$ cat config.mk
export PLATFORM = sky130hd
export DESIGN_NAME = tchae_score
export DESIGN_NICKNAME = d
export VERILOG_FILES = /design/src/rtl/tchae_pkg.sv /design/src/rtl/tchae_score.sv
export SDC_FILE = /design/constraint.sdc
export NUM_CORES = 1
export LEC_CHECK = 0
export BUFFER_PORTS_ARGS = -buffer_cell sky130_fd_sc_hd__buf_2
export CORE_UTILIZATION = 38
export CTS_BUF_LIST = sky130_fd_sc_hd__clkbuf_4 sky130_fd_sc_hd__clkbuf_8
export CTS_CLUSTER_DIAMETER = 200
export DETAILED_ROUTE_END_ITERATION = 12
export RECOVER_POWER = 50
export SYNTH_ARGS = -nofsm -noshare
export SYNTH_HDL_FRONTEND = slang
export SYNTH_SLANG_ARGS = --single-unit
$ cat constraint.sdc
create_clock -name clk -period 5.9 [get_ports clk]
set_clock_uncertainty 0.15 [all_clocks]
set_input_delay 0.59 -clock clk [delete_from_list [all_inputs] [get_ports clk]]
set_output_delay 0.59 -clock clk [all_outputs]
set_load 0.02 [all_outputs]
$ cat src/rtl/tchae_pkg.sv
// Shared constants, types and entry layout of the tagged cache hit-age eviction unit.
package tchae_pkg;

	// Table geometry.
	localparam int ENTRIES = 64;
	localparam int IDX_W   = $clog2(ENTRIES);
	localparam int CNT_W   = $clog2(ENTRIES + 1);
	localparam int SCAN_W  = $clog2(ENTRIES + 2);

	// Field widths.
	localparam int HASH_W  = 64;
	localparam int FONT_W  = 16;
	localparam int HITS_W  = 24;
	localparam int STAMP_W = 32;

	localparam logic [HITS_W-1:0]  HIT_MAX      = {HITS_W{1'b1}};
	localparam logic [STAMP_W-1:0] SCORE_WEIGHT = 32'd1000;

	// Command codes.
	localparam logic CMD_LOOKUP = 1'b0;
	localparam logic CMD_CLEAR  = 1'b1;

	// Lookup key.
	typedef struct packed {
		logic [HASH_W-1:0] text_hash;
		logic [FONT_W-1:0] font_id;
		logic [FONT_W-1:0] font_size;
	} key_t;

	// One stored entry of the tag store.
	typedef struct packed {
		key_t               key;
		logic [HITS_W-1:0]  hits;
		logic [STAMP_W-1:0] stamp;
	} entry_t;

	localparam int ENTRY_W = $bits(entry_t);

	// Scan beat handed from the sequencer to the score unit.
	typedef struct packed {
		logic             pv;
		logic [IDX_W-1:0] idx;
		logic             vbit;
	} scan_in_t;

	// Outcome of one full scan.
	typedef struct packed {
		logic              found;
		logic [IDX_W-1:0]  hit_slot;
		logic [HITS_W-1:0] hit_hits;
		logic              free_found;
		logic [IDX_W-1:0]  free_slot;
		logic [IDX_W-1:0]  best_slot;
	} scan_res_t;

endpackage

$ cat src/rtl/tchae_score.sv
// Shared tag compare and score unit that folds one entry per cycle into the scan result.
module tchae_score import tchae_pkg::*; (
	input  logic               clk,
	input  logic               arst_n,
	input  logic               start,
	input  key_t               key,
	input  logic [STAMP_W-1:0] acc,
	input  scan_in_t           scan,
	input  entry_t             entry,
	output scan_res_t          res
);

	logic               pv_s2;
	logic [IDX_W-1:0]   idx_s2;
	logic               vbit_s2;
	logic               match_s2;
	logic [STAMP_W-1:0] score_s2;
	logic [HITS_W-1:0]  hits_s2;

	logic               found_q;
	logic [IDX_W-1:0]   hit_slot_q;
	logic [HITS_W-1:0]  hit_hits_q;
	logic               free_found_q;
	logic [IDX_W-1:0]   free_slot_q;
	logic [IDX_W-1:0]   best_slot_q;
	logic [STAMP_W-1:0] best_score_q;

	logic [STAMP_W-1:0] weighted;

	// The score is hits times the weight plus the age, all modulo 2^32.
	assign weighted = STAMP_W'(STAMP_W'(entry.hits) * SCORE_WEIGHT);

	always_ff @(posedge clk or negedge arst_n) begin
		if (!arst_n) begin
			pv_s2 <= 1'b0;
		end else begin
			pv_s2 <= scan.pv;
		end
	end

	// Compare and score stage.
	always_ff @(posedge clk) begin
		idx_s2   <= scan.idx;
		vbit_s2  <= scan.vbit;
		match_s2 <= scan.vbit && (entry.key == key);
		score_s2 <= weighted + (acc - entry.stamp);
		hits_s2  <= entry.hits;
	end

	// Accumulate the first match, the lowest free slot and the lowest-score slot.
	always_ff @(posedge clk or negedge arst_n) begin
		if (!arst_n) begin
			found_q      <= 1'b0;
			free_found_q <= 1'b0;
		end else if (start) begin
			found_q      <= 1'b0;
			free_found_q <= 1'b0;
		end else if (pv_s2) begin
			if (match_s2 && !found_q) begin
				found_q <= 1'b1;
			end
			if (!vbit_s2 && !free_found_q) begin
				free_found_q <= 1'b1;
			end
		end
	end

	always_ff @(posedge clk) begin
		if (pv_s2) begin
			if (match_s2 && !found_q) begin
				hit_slot_q <= idx_s2;
				hit_hits_q <= hits_s2;
			end
			if (!vbit_s2 && !free_found_q) begin
				free_slot_q <= idx_s2;
			end
			if (idx_s2 == '0 || score_s2 < best_score_q) begin
				best_slot_q  <= idx_s2;
				best_score_q <= score_s2;
			end
		end
	end

	assign res.found      = found_q;
	assign res.hit_slot   = hit_slot_q;
	assign res.hit_hits   = hit_hits_q;
	assign res.free_found = free_found_q;
	assign res.free_slot  = free_slot_q;
	assign res.best_slot  = best_slot_q;

endmodule

# Yosys cells after proc, flatten, opt, wreduce, memory -nomap -nowiden
# Index checks and enable logic that the tools add are counted.
[op_classes]
addsub = 2
multipliers = 1
magnitude_cmp = 1
n_eq_ne = 1
mux = 6
n_reduce_logical = 16
[op_table]
columns = ["cell", "count"]
rows = [
  ["equality test 96 bit", 1],
  ["adder 32 bit", 1],
  ["< comparator 32 bit", 1],
  ["subtractor 32 bit", 1],
  ["multiplier 24 x 7 -> 29 bit (second input constant)", 1],
  ["AND reduction 2 bit", 5],
  ["logical NOT 6 bit", 1],
  ["2-to-1 mux 1 bit", 6],
  ["nonzero test 2 bit", 3],
  ["logical AND 1 bit", 3],
  ["logical NOT 1 bit", 3],
  ["logical OR 1 bit", 1],
]
[totals]
register_bits = 141
inputBits = 291
out_inout_bits = 44
word_cells = 40

# Logic depth before layout (Yosys ltp)
[logic_depth]
ltp_word = 5
mapped_depth = 27
ltp_nobuf = 26

# Worst setup path before layout
# Ideal clock, no wire load.
[synth_timing]
kind = "input to register"
start = "in entry[32] (netlist name)"
end = "reg score_s2[31]"
setup_ns = 0.119
t_arrival_ns = 6.504
required_ns = 5.631
path_slack_ns = -0.873
stages = 27
n_path_buf = 1
cell_sequence = "fa_1 inv_1 fa_1 fa_1 fa_1 inv_1 ha_1 o21a_1 o31a_1 o21a_1 nor2_1 o21bai_1 a21oi_1 xor2_1 fa_1 inv_1 ha_1 clkbuf_1 a21oi_1 o2111ai_1 a211oi_1 o211ai_1 a21boi_1 o21ai_0 a2111oi_0 nor2_1 xnor2_1"
[synth_via]
elab_chain_cells = 2
[synth_rtl]
columns = ["element", "line", "source"]
rows = [
  ["start: declaration", "tchae_score.sv:9", "input entry_t entry,"],
  ["multiplier 24 x 7 -> 29 bit", "tchae_score.sv:31", "assign weighted = STAMP_W'(STAMP_W'(entry.hits) * SCORE_WEIGHT);"],
  ["adder 32 bit", "tchae_score.sv:46", "score_s2 <= weighted + (acc - entry.stamp);"],
  ["end signal: assignment", "tchae_score.sv:46", ""],
  ["end: declaration", "tchae_score.sv:17", "logic [STAMP_W-1:0] score_s2;"],
]
# No other way between the ends.
# A chain may end at the register's enable or synchronous reset.

# Worst setup path after layout
[layout_timing]
start = "in entry[33] (netlist name)"
end = "reg score_s2[29]"
# Same word-level chain as after synthesis.

==> flow_metrics.env <==
export IMPL_start_util_pct=39.0
export IMPL_synth_edf_count=74
export IMPL_synth_area_um2=11700
export IMPL_end_kind="flop"
export IMPL_boundaryPins=335
export IMPL_yosysWarnings=0
export IMPL_h_tree_depth=4
export IMPL_cts_tree="yes"
export IMPL_grt_pass1_vias=10044
export IMPL_worst_slew_pin_slew_ns=1.03
export IMPL_rows=63
export IMPL_dpl_cell_area_um2=15300
export IMPL_hold_class="in -> reg"
export IMPL_synth_top_area_share_pct=19.6
export IMPL_drive_above_1_share_pct=37.4
export IMPL_syn2layout_area_growth_pct=39.3
export IMPL_yosys_most_used_dff="edfxtp_1"
export IMPL_synth_area_top_cells="fa_1 (20%), edfxtp_1 (19%), ha_1 (13%)"
export IMPL_die_area_um2=31600
export IMPL_grt_overflow=0
export IMPL_wirelength_mm=33.2
export IMPL_routedWlPerCell_um=16.0
export IMPL_finalHoldViolations=0
export IMPL_final_cell_area_um2=16300
export IMPL_multiInputGateArea_um2=7660
export IMPL_grt_pass1_wl_mm=52.8
export IMPL_finalWorstSetupSlack_ns=-0.380
export IMPL_ys_seq_elements=141
export IMPL_synth_nets=1672
export IMPL_grtUsageTotal_pct=21.9
export IMPL_regArea_um2=3580
export IMPL_grt_max_degree=33
export IMPL_root_buffer="clkbuf_8"
export IMPL_violations="setup timing"
export IMPL_max_cap_viol_count=0
export IMPL_final_antenna_net_count=0
export IMPL_core_um2=30000
export IMPL_finalSetupViolCount=11
export IMPL_dr_pass1_iters=5
export IMPL_port_buffers=334
export IMPL_final_nets=2205
export IMPL_clk_pin_slew_ns=0.08
export IMPL_insertion_delay_ns=0.47
export IMPL_cp_data_arrival_time_ns=6.53
export IMPL_synth_top_cell_by_area="fa_1"
export IMPL_drc_errors=0
export IMPL_grt_busiest_layer="met2"
export IMPL_outcome="finished with violations"
export IMPL_synth_distinct_cells=58
export IMPL_startpoint_type="primary input"
export IMPL_synth_async_reset_ratio_pct=2.13
export IMPL_drtIter0Drc=489
export IMPL_post_route_min_period_ns=6.28
export IMPL_dp_hpwl_mm=28.5
export IMPL_synth_avg_cell_area_um2=10.3
export IMPL_gp_congestion=0.914
export IMPL_final_common_cell="buf_2"
export IMPL_cp_required_ns=6.15
export IMPL_met1_usage_pct=32.2
export IMPL_crit_type="in -> reg"
export IMPL_fmax_mhz=159
export IMPL_use_met3_pct=4.63
export IMPL_finalMaxSlewViolations=0
export IMPL_clock_sinks=141
export IMPL_antenna_found_initial=1
export IMPL_relSlewSlack_pct=31.0
export IMPL_cts_buffers=17
export IMPL_met2_usage_pct=33.1
export IMPL_drt_vias_per_instance=4.73
export IMPL_rsz0062_at_grt="yes"
export IMPL_dieWidth_um=178
export IMPL_finalCritPeriodShare_pct=106
export IMPL_yosysSeqAreaShare_pct=30.5
export IMPL_fp_dieH_um=178
export IMPL_fill_cells=2740
export IMPL_synthCells=1142
export IMPL_critPathMaxFanout=4
export IMPL_clock_path_buffers=2
export IMPL_vias=9839
export IMPL_final_cell_mix="buf_2 (316), inv_1 (273), buf_4 (156)"
==> cells in the mapped netlist, types with 5 or more instances <==
master     count
nor2b_1        6
ha_1         124
inv_1        292
o2bb2ai_1      8
a211oi_1       5
nor3_1         6
o21a_1        10
o211ai_1       5
xnor2_1       49
edfxtp_1      74
a21oi_1       63
nand4_1       18
and3_1         7
o21bai_1      10
nand2_1       30
dfxtp_1       64
o22ai_1       14
nor2_1        26
nor4_1        15
a21o_1        29
fa_1         115
xor2_1        55
nand2b_1       8
nand3_1        8
o21ai_0       30
a221oi_1      14
==> worst paths after layout <==
check | from | to | slack [ns] | depth (start not counted)
worst max-delay path | entry[33] | score_s2[29] | -0.38 | 23
worst min-delay path | scan[6] | idx_s2[5] | 0.07 | 1
worst max register to register | best_score_q[25] | best_score_q[31] | 1.87 | 12
worst min register to register | hits_s2[4] | hit_hits_q[4] | 0.26 | 0
max in group asynchronous | arst_n | free_found_q | 5.12 | 2
min in group asynchronous | arst_n | pv_s2 | 0.32 | 2
==> cell families (layout without fill, tap and decap cells) <==
logic type / count (synthesis) / in the layout / synth area share (%)
adder cells (fa/ha/maj): 239 / 239 / 32.9
buffers and inverters: 297 / 843 / 9.57
XOR/XNOR: 105 / 105 / 7.91
AO/OA/AOI/OAI: 227 / 227 / 13.3
other: 0 / 1 / 0
flip-flops: 141 / 141 / 30.5
AND/OR/NAND/NOR: 133 / 133 / 5.89
==> cell type report <==
type	instances	area share (%)
repair buffers	519	18.8
multi-input cells	704	46.9
flip-flops and latches	141	21.9
diodes	1	0.0153
clock inverters	13	1.09
inverters	292	6.84
well taps	390	2.99
clock buffers	19	1.52
==> layer usage <==
| metal | share of wire (%) | wire length [um] |
|---|---|---|
| met3 | 6.0 | 2000 |
| met2 | 44 | 14600 |
| met1 | 49 | 16300 |
| met4 | 1.0 | 345 |
| met5 | 0.042 | 14 |
==> sequential cells by signal, indices dropped and copies added (netlist names), 6 cells and up <==
signal / count
free_slot_q: 6
hit_hits_q: 24
idx_s2: 6
score_s2: 32
best_score_q: 32
best_slot_q: 6
hit_slot_q: 6
hits_s2: 24
==> stage by stage <==
step / util (%) / setup WS, ns / hold WS [ns] / std cells / setup TNS [ns]
floorplan: - / -0.461 / 0.144 / 1142 / -2.25
global placement: 50.8 / -1.04 / 0.239 / 2025 / -10.38
detailed placement: 50.8 / -1.11 / 0.239 / 2025 / -11.97
CTS: 53.2 / -0.320 / 0.0393 / 2069 / -1.42
global route: 54.4 / -0.605 / 0.0383 / 2078 / -4.48
finish: 54.4 / -0.380 / 0.0748 / 2079 / -1.92
==> worst max-delay path: stages <==
cell and delay [ns]:
buf_8 0.10, fa_1 0.57, inv_2 0.05, fa_1 0.50, fa_1 0.43, fa_1 0.50, inv_2 0.04, ha_4 0.21
o21a_1 0.16, o31a_1 0.14, o31a_1 0.29, o311a_1 0.38, a211o_2 0.35, a21oi_4 0.16, nor2b_1 0.06, nor2_1 0.11
xnor2_1 0.17, fa_1 0.49, ha_4 0.30, and3_4 0.18, or3b_4 0.37, o211ai_1 0.20, xor2_1 0.15
==> timing repair <==
action	4_1_cts	5_1_grt
pin swaps	59	71
setup endpoints to repair	14	14
gates resized for setup	47	81
hold endpoints to repair	3	0
setup buffers	11	9
hold buffers	1	0
Power is not shown: default switching activity piles up to over one toggle a cycle in this logic, so the estimate is an artifact.
