[config.mk]
export PLATFORM = sky130hd
export DESIGN_NAME = tchae_ram
export DESIGN_NICKNAME = d
export VERILOG_FILES = /design/src/rtl/tchae_ram.sv
export SDC_FILE = /design/constraint.sdc
export NUM_CORES = 1
export LEC_CHECK = 0
export BUFFER_PORTS_ARGS = -buffer_cell sky130_fd_sc_hd__buf_2
export CORE_MARGIN = 1.5
export CORE_UTILIZATION = 65
export CTS_CLUSTER_SIZE = 25
export DETAILED_ROUTE_END_ITERATION = 8
export GPL_TIMING_DRIVEN = 0
export PLACE_DENSITY_LB_ADDON = 0.15
export RECOVER_POWER = 25
export SKIP_LAST_GASP = 1
export SYNTH_ARGS = -nofsm -noshare
export SYNTH_HDL_FRONTEND = slang
export SYNTH_SLANG_ARGS = --single-unit
[constraint.sdc]
create_clock -name clk -period 3.52 [get_ports clk]
set_clock_uncertainty 0.05 [all_clocks]
set_input_delay 0.176 -clock clk [delete_from_list [all_inputs] [get_ports clk]]
set_output_delay 0.176 -clock clk [all_outputs]
set_load 0.02 [all_outputs]
[src/rtl/tchae_ram.sv]
// Generic single-write, single-read RAM with registered read data.
module tchae_ram #(
	parameter int WIDTH = 8,
	parameter int DEPTH = 16
) (
	input  logic                     clk,
	input  logic                     we,
	input  logic [$clog2(DEPTH)-1:0] waddr,
	input  logic [WIDTH-1:0]         wdata,
	input  logic [$clog2(DEPTH)-1:0] raddr,
	output logic [WIDTH-1:0]         rdata
);

	logic [WIDTH-1:0] mem_q [DEPTH];

	// Write port and registered read port.
	always_ff @(posedge clk) begin
		if (we) begin
			mem_q[waddr] <= wdata;
		end
		rdata <= mem_q[raddr];
	end

endmodule

# After elaboration in Yosys (flattened, before gate mapping)
# Memory sizes are Yosys's and may differ from the RTL's. A register that Yosys moved wholly into a read port is not among the register bits.
# Index checks and enable logic that the tools add are counted.
# word_totals
register_bits	0
latchBits	0
ramBits	128
romBits	0
in_bits	18
out_inout_bits	8
wordCells	3
mem_count	1
# op_classes
addsub	0
n_mul	0
div_mod_pow	0
order_cmp	0
eq_ne	0
n_shift	0
n_mux	2
n_bitwise	0
reduce_logical	0
# memory_table
memory	words	word_bits	read_ports	rd_clocked_by_memory_dff	write_ports	line	source
mem_q	16	8	1	1	1	14	logic [WIDTH-1:0] mem_q [DEPTH];
# op_table
op	n
$mux 1	2

# Longest topological paths before layout
# Gate-level depths: netlist of run 1.
# logic_depth
word_depth	2
ltp_mapped	5
mapped_depth_nobuf	3

# Worst setup path before layout of run 1
# OpenSTA, ideal clock, no wires.
# synth_timing
path_type	input port to flip-flop
start	input waddr[2]
end	memory mem_q[0][0] (enable)
arrival_time_ps	1286
setup_slack_ps	1801
path_stages	2
path_buffers	0
cell_sequence	or3b_2 nor3_1
# synth_rtl
element	line	source
from (decl)	8	input logic [$clog2(DEPTH)-1:0] waddr,
to (decl)	14	
# Straight into the memory's write port.

# Final worst setup path of run 1
# layout_timing
start	input waddr[2]
end	memory mem_q[0][6] (enable)
# Straight into the memory's write port.

==> results of run 1 <==
[placed cells by master, fill, tap and decap left out, types with 2 or more instances in the layout]
cell type	instances
nand3b_1	2
mux4_2	18
nand2_1	9
clkinv_2	3
dfxtp_1	8
mux4_1	14
clkdlybuf4s25_2	3
a22oi_1	16
nand2b_1	2
clkbuf_1	9
clkbuf_8	4
buf_2	22
nor2_1	13
edfxtp_1	128
clkinvlp_4	2
buf_6	3
nor3_1	4
clkbuf_16	16
[logic make-up (layout without fill, tap and decap cells)]
group / after synthesis / in the layout
and+or+nand+nor: 35 / 35
AOI/OAI and AO/OA: 16 / 16
DFF: 136 / 136
muxes: 32 / 32
buffers and inverters: 10 / 67
[sequential cells by signal, summed over array words and instances (netlist names)]
register  count
rdata         8
mem_q       128
[final timing paths]
check / to / slack (ns) / depth (start not counted)
worst max-delay path: mem_q[0][6]$_DFFE_PP_ / 1.83 / 3
worst min-delay path: mem_q[7][7]$_DFFE_PP_ / 0.04 / 1
worst max register to register: rdata[2]$_DFF_P_ / 2.01 / 3
worst min register to register: rdata[3]$_DFF_P_ / 0.62 / 3
[area by class of cell]
class	instances	area [um^2]	area share, %
Sequential cell	136	4000	67.4
Multi-Input combinational cell	83	1060	17.8
Clock buffer	24	470	7.92
Tap cell	102	128	2.15
Timing Repair Buffer	25	124	2.08
Buffer	10	86.3	1.45
Clock inverter	8	72.6	1.22
[synth_stat cells]
cell type and number:
nand2_1 9, clkdlybuf4s25_2 3, nand3_1 1, buf_6 3, edfxtp_1 128, buf_4 1, nand2b_1 2, nor2b_1 1
a22oi_1 16, and2_1 1, nor2_1 13, buf_2 3, dfxtp_1 8, or3b_2 1, mux4_1 14, nand3b_1 2
nor3_1 4, and2b_1 1, mux4_2 18
[report_power, final]
group	internal, mW	switching (mW)	leakage (nW)
Clock	0.987	0.610	0.262
Combinational	0.0717	0.110	0.505
Sequential	1.81	0.00949	1.22
Total	2.87	0.730	1.99
[routing by layer]
metal / global-route usage (%) / share of wire [%] / wire, um / vias up
li1: - / - / - / 1060
met2: 38.3 / 49 / 4630 / 123
met1: 36.7 / 42 / 3950 / 1270
met4: 9.49 / 2.2 / 207 / 0
met5: 0 / 0 / 0 / -
met3: 6.55 / 7.6 / 719 / 22
[metrics by stage]
stage	hold slack (ns)	total power [mW]
after floorplan	0.225	1.96
after global placement	0.520	2.03
after detailed placement	0.531	2.03
after CTS	0.00773	3.62
after global routing	0.0344	3.69
final	0.0386	3.60
[what timing repair did]
action	CTS	global route
setup endpoints to repair	0	0
hold buffers	1	0
endpoints found under the hold margin	16	0
==> out/metrics.yaml, run 1 <==
start_util_pct: 67.0
cp_max_fo: 8
ys_ff_latch: 136
rsz0062_at_grt: "no"
num_io_pins: 26
powerDensity_nw_per_um2: 606
cts_tree: "done"
maxCapViolations: 0
ant_nets: 0
worst-path-buf-inv: 1
grt_use_total_pct: 25.4
die_x_um: 92.0
hold_class: "in -> reg"
synthAdderAreaFrac_pct: 0
dp.cells: 355
coreArea_um2: 7690
portBuffers: 24
drc: 0
postCtsSetupRepairBufs: 0
netlist_instances: 229
antenna_cells: 0
instances_no_fill: 388
grt_pass1_vias: 2483
first_pass_iters: 5
synth_top_family_by_area: "multiplexers"
hp-start: "wdata[7]"
post-route-period-util_pct: 47.9
finalHoldViolations: 0
clock_sink_count: 136
syn-num-nets: 247
dp.final_hpwl_um: 5720
area_growth_pct: 15.4
synth.area.mux_share_pct: 15.0
grt_first_pass_wirelength_um: 14600
cp-end-kind: "flop"
setup_violations: 0
slew_headroom_pct: 13.5
clock_latency_ns: 0.52
ys_seq_area_share_pct: 77.8
yosys.area.top_type: "edfxtp_1"
cts_inserted_buffers: 17
yosys-top-cells-area: "edfxtp_1, mux4_2, mux4_1"
cp-start-kind: "primary input"
clk_path_buf_depth: 2
max_stage_delay_ns: 0.94
worstPathArrival_ns: 1.76
slowest_stage: "nor3_1"
antenna_found_initial: 0
die_h_um: 92.0
period_minus_slack_ns: 1.69
gp_congestion: 0.886
worstMarginPinSlew_ns: 1.29
dp_slack_ns: 1.26
crit_chain: "buf_2, or3b_2, nor3_1"
final-max-slew-violation-count: 0
crit_start: "waddr[2]"
nNetsFinal: 291
r2r-start: "mem_q[1][2]$_DFFE_PP_"
setup_slack_ns: 1.83
yosys.area_share.simple_pct: 3.18
rows: 32
grt_start_max_net_pins: 17
fillers: 419
fin_area_um2: 5940
cts-root-buf: "clkbuf_8"
synth_compound_area_share_pct: 2.33
drive_above_1_share_pct: 26.2
die_area_um2: 8460
vias: 2475
fmaxAchievable_mhz: 593
ys_types: 19
setup.worst_path.class: "in -> reg"
avgSynthCellArea_um2: 22.5
routedWlPerCell_um: 24.5
worstPathRequired_ns: 3.60
routed_wl_um: 9510
htreeDepth: 4
status: "finished, final reports clean"
drt-initial-drc-count: 331
fin_tns_setup_ns: 0
postPlaceCellArea_um2: 5400
synth_xor_area_share_pct: 0
power.leakage_nw: 1.99
syn_area_um2: 5150
cts_resized: 0
crit_family: "simple AND/OR/NAND/NOR gates"
yosys_warnings: 0
synth_top_area_share_pct: 74.7
path_clk_slew_ns: 0.06
power.ir.vdd_worst_v: 0.000489
fin_util_pct: 77.3
vias_per_cell: 6.38
grt_overflow: 0
No activity file was read; power rests on OpenSTA's default activity.
==> run 2: changes to the inputs <==
--- a/config.mk
+++ b/config.mk
@@ -5,9 +5,10 @@
 export SDC_FILE = /design/constraint.sdc
 export NUM_CORES = 1
 export LEC_CHECK = 0
+export ABC_AREA = 1
 export BUFFER_PORTS_ARGS = -buffer_cell sky130_fd_sc_hd__buf_2
 export CORE_MARGIN = 1.5
-export CORE_UTILIZATION = 65
+export CORE_UTILIZATION = 55
 export CTS_CLUSTER_SIZE = 25
 export DETAILED_ROUTE_END_ITERATION = 8
 export GPL_TIMING_DRIVEN = 0
==> constraint.sdc (replaced) <==
create_clock -name clk -period 1.5 [get_ports clk]
set_clock_uncertainty 0.05 [all_clocks]
set_input_delay 0.075 -clock clk [delete_from_list [all_inputs] [get_ports clk]]
set_output_delay 0.075 -clock clk [all_outputs]
set_load 0.02 [all_outputs]
==> run 2 against run 1 <==
Critical path depth grew 4. First-iteration DRC count grew 42%. Register-to-register slack lost 1.6 ns. Combinational power grew to 3.3 times the previous value. Non-clock buffer count grew 22. Global-route usage grew 1.8 points. Sequential share of layout area shrank 8.6 points. Die area grew 31%.
==> out/metrics.yaml, run 2 <==
status: "finished, final reports clean"
ant_nets: 0  # unchanged
cts-root-buf: "clkbuf_8"
p_int_mw: 7.50  # +160%
combPwrFrac_pct: 6.3  # +1.2 points
drt-initial-drc-count: 471  # +42%
fmaxAchievable_mhz: 765
num_io_pins: 26  # unchanged
period_minus_slack_ns: 1.31
netlist_instances: 551  # +140%
portBuffers: 22  # -8.3%
cts_tree: "done"
routedWlPerCell_um: 18.2  # -26%
syn_area_um2: 5770  # +12%
finalHoldViolations: 0  # unchanged
setup.worst_path.class: "in -> reg"
post-route-period-util_pct: 87.1
worstMarginPinSlew_ns: 0.918  # -0.371 ns
synth_flop_cell: "edfxtp_1"
routed_wl_um: 13700  # +44%
grt.met2_usage_pct: 40.4  # +2.0 points
vias: 3954  # +60%
grtUsageMet1_pct: 38.6  # +1.8 points
instances_no_fill: 752  # +94%
path_clk_slew_ns: 0.06  # about the same
ys_types: 12  # -7
hold_class: "in -> reg"
synth_enable_flop_cells: 128  # unchanged
fin_tns_setup_ns: 0  # unchanged
powerDensity_nw_per_um2: 1390  # +130%
max_stage_delay_ns: 0.53  # -0.41 ns
cp-start-kind: "primary input"
yosysMostFrequentCell: "nand2_1"
dp.final_hpwl_um: 8710  # +52%
rsz0062_at_grt: "no"
nNetsFinal: 621  # +110%
die_area_um2: 11100  # +31%
first_pass_iters: 5  # unchanged
switchingPower_mw: 1.95  # +170%
sw_frac_of_total_pct: 20.6  # +0.34 points
pwr-share-seq_pct: 45.2  # -5.4 points
largest_reg_flops: 128  # unchanged
grt_first_pass_wirelength_um: 21500  # +47%
grtUsageMet3_pct: 6.99  # +0.44 points
slew_headroom_pct: 38.6  # +25 points
worstPathRequired_ns: 1.86  # -1.74 ns
async_flop_share_pct: 0  # unchanged
total_power_mw: 9.45  # +160%
hold_depth: 8  # +7
synth_top_area_share_pct: 66.7  # -8.0 points
busiest_layer: "met2"
clock_power_share_pct: 48.5  # +4.1 points
setup_violations: 0  # unchanged
maxCapViolations: 0  # unchanged
power.ir.vdd_worst_v: 0.000914  # +87%
die_h_um: 105  # +15%
coreArea_um2: 10200  # +33%
start_util_pct: 56.4  # -11 points
yosys.area.top_type: "edfxtp_1"
dp.cells: 709  # +100%
yosys_warnings: 0  # unchanged
avgSynthCellArea_um2: 10.5  # -53%
largest_register: "mem_q"
grt_pass1_vias: 3921  # +58%
slowest_stage: "dlygate4sd3_1"
rr_worst_depth: 6  # +3
die_x_um: 105  # +15%
reg_top3: "mem_q: 128 flops, rdata: 8 flops"
ys_ff_latch: 136  # unchanged
final_common_cell: "nand2_1"
drive_above_1_share_pct: 11.7  # -15 points
drc: 0  # unchanged
syn-num-nets: 569  # +130%
cts_resized: 0  # unchanged
grt_start_max_net_pins: 17  # unchanged
clock_sink_count: 136  # unchanged
crit_chain: "dlygate4sd3_1, buf_2, inv_1, buf_4, nand3_1, nand3_1, nand2_1"
mostFrequentLayoutCells: "nand2_1, edfxtp_1, inv_1"
power.leakage_nw: 2.95  # +48%
area_growth_pct: 18.1
grt_overflow: 0  # unchanged
vias_per_cell: 5.26  # -18%
cts_inserted_buffers: 17  # unchanged
gp_congestion: 0.855  # -3.5%
clock_latency_ns: 0.52  # about the same
clk_path_buf_depth: 2  # unchanged
antenna_found_initial: 0  # unchanged
yosys-top-cells-area: "edfxtp_1, nand2_1, nand3_1"
cp-end-kind: "flop"
grt_use_total_pct: 27.2  # +1.8 points
postCtsSetupRepairBufs: 0  # unchanged
htreeDepth: 4  # unchanged
rows: 37  # +16%
synth.top_cells.by_count: "nand2_1, edfxtp_1, inv_1"
ys_seq_area_share_pct: 69.4  # -8.4 points
whs_ns: 0.115  # +0.0761 ns
crit_top_cell: "nand3_1"
cp_max_fo: 10  # +2
final-max-slew-violation-count: 0  # unchanged
antenna_cells: 0  # unchanged
worstPathArrival_ns: 1.66  # -0.10 ns
==> run 2: final timing paths <==
check             slack [ns]                to                    from
setup / recovery        0.19  rdata[3]$_DFF_P_                raddr[2]
hold / removal          0.11  rdata[2]$_DFF_P_                raddr[0]
setup reg to reg        0.38  rdata[5]$_DFF_P_  mem_q[11][5]$_DFFE_PP_
hold reg to reg         0.65  rdata[0]$_DFF_P_   mem_q[4][0]$_DFFE_PP_
==> run 2: cell type report <==
| type | count | area, um^2 |
|---|---|---|
| tap | 136 | 170 |
| clock inverter | 12 | 223 |
| multi-input combinational | 289 | 1210 |
| clock buffer | 20 | 435 |
| timing repair buffer | 33 | 214 |
| inverter | 102 | 383 |
| sequential | 136 | 4000 |
| buffer | 24 | 166 |
| fill | 762 | 3420 |
==> run 2: routing by layer <==
metal / wire length (um) / vias to the layer above
met4: 358 / 0
met1: 5900 / 1843
met5: 0 / -
met3: 1250 / 26
met2: 6150 / 207
li1: - / 1878
==> run 2: kinds of logic (layout without fill, tap and decap cells) <==
| group | Yosys count | in the layout | synth area share (%) |
|---|---|---|---|
| flops | 136 | 136 | 69.4 |
| buf+inv | 126 | 191 | 9.52 |
| simple gates | 289 | 289 | 21.0 |
==> run 2: worst max-delay path, delay by kind of cell <==
family	cells	cell delay [ns]
buf+inv	4	1.23
simple gates	3	0.36
==> run 2: power groups by stage <==
stage	clock, mW	combinational, mW	sequential, mW
floorplan	0	0.300	4.38
CTS	4.60	0.600	4.27
global route	4.75	0.656	4.28
detailed placement	0	0.571	4.35
global placement	0	0.561	4.35
finish	4.59	0.597	4.27
==> run 2: what timing repair did <==
action,in CTS,in global routing
endpoints found under the hold margin,135,0
setup endpoints to repair,0,1
hold buffers,12,0
==> run 2: per-stage QoR <==
step,util (%),setup slack [ns],instance area (um^2)
finish,66.6,0.193,6810
global route,66.6,0.147,6810
CTS,66.7,0.00851,6830
detailed placement,59.1,-0.166,6050
global placement,59.1,-0.144,6050
floorplan,-,0.424,5770
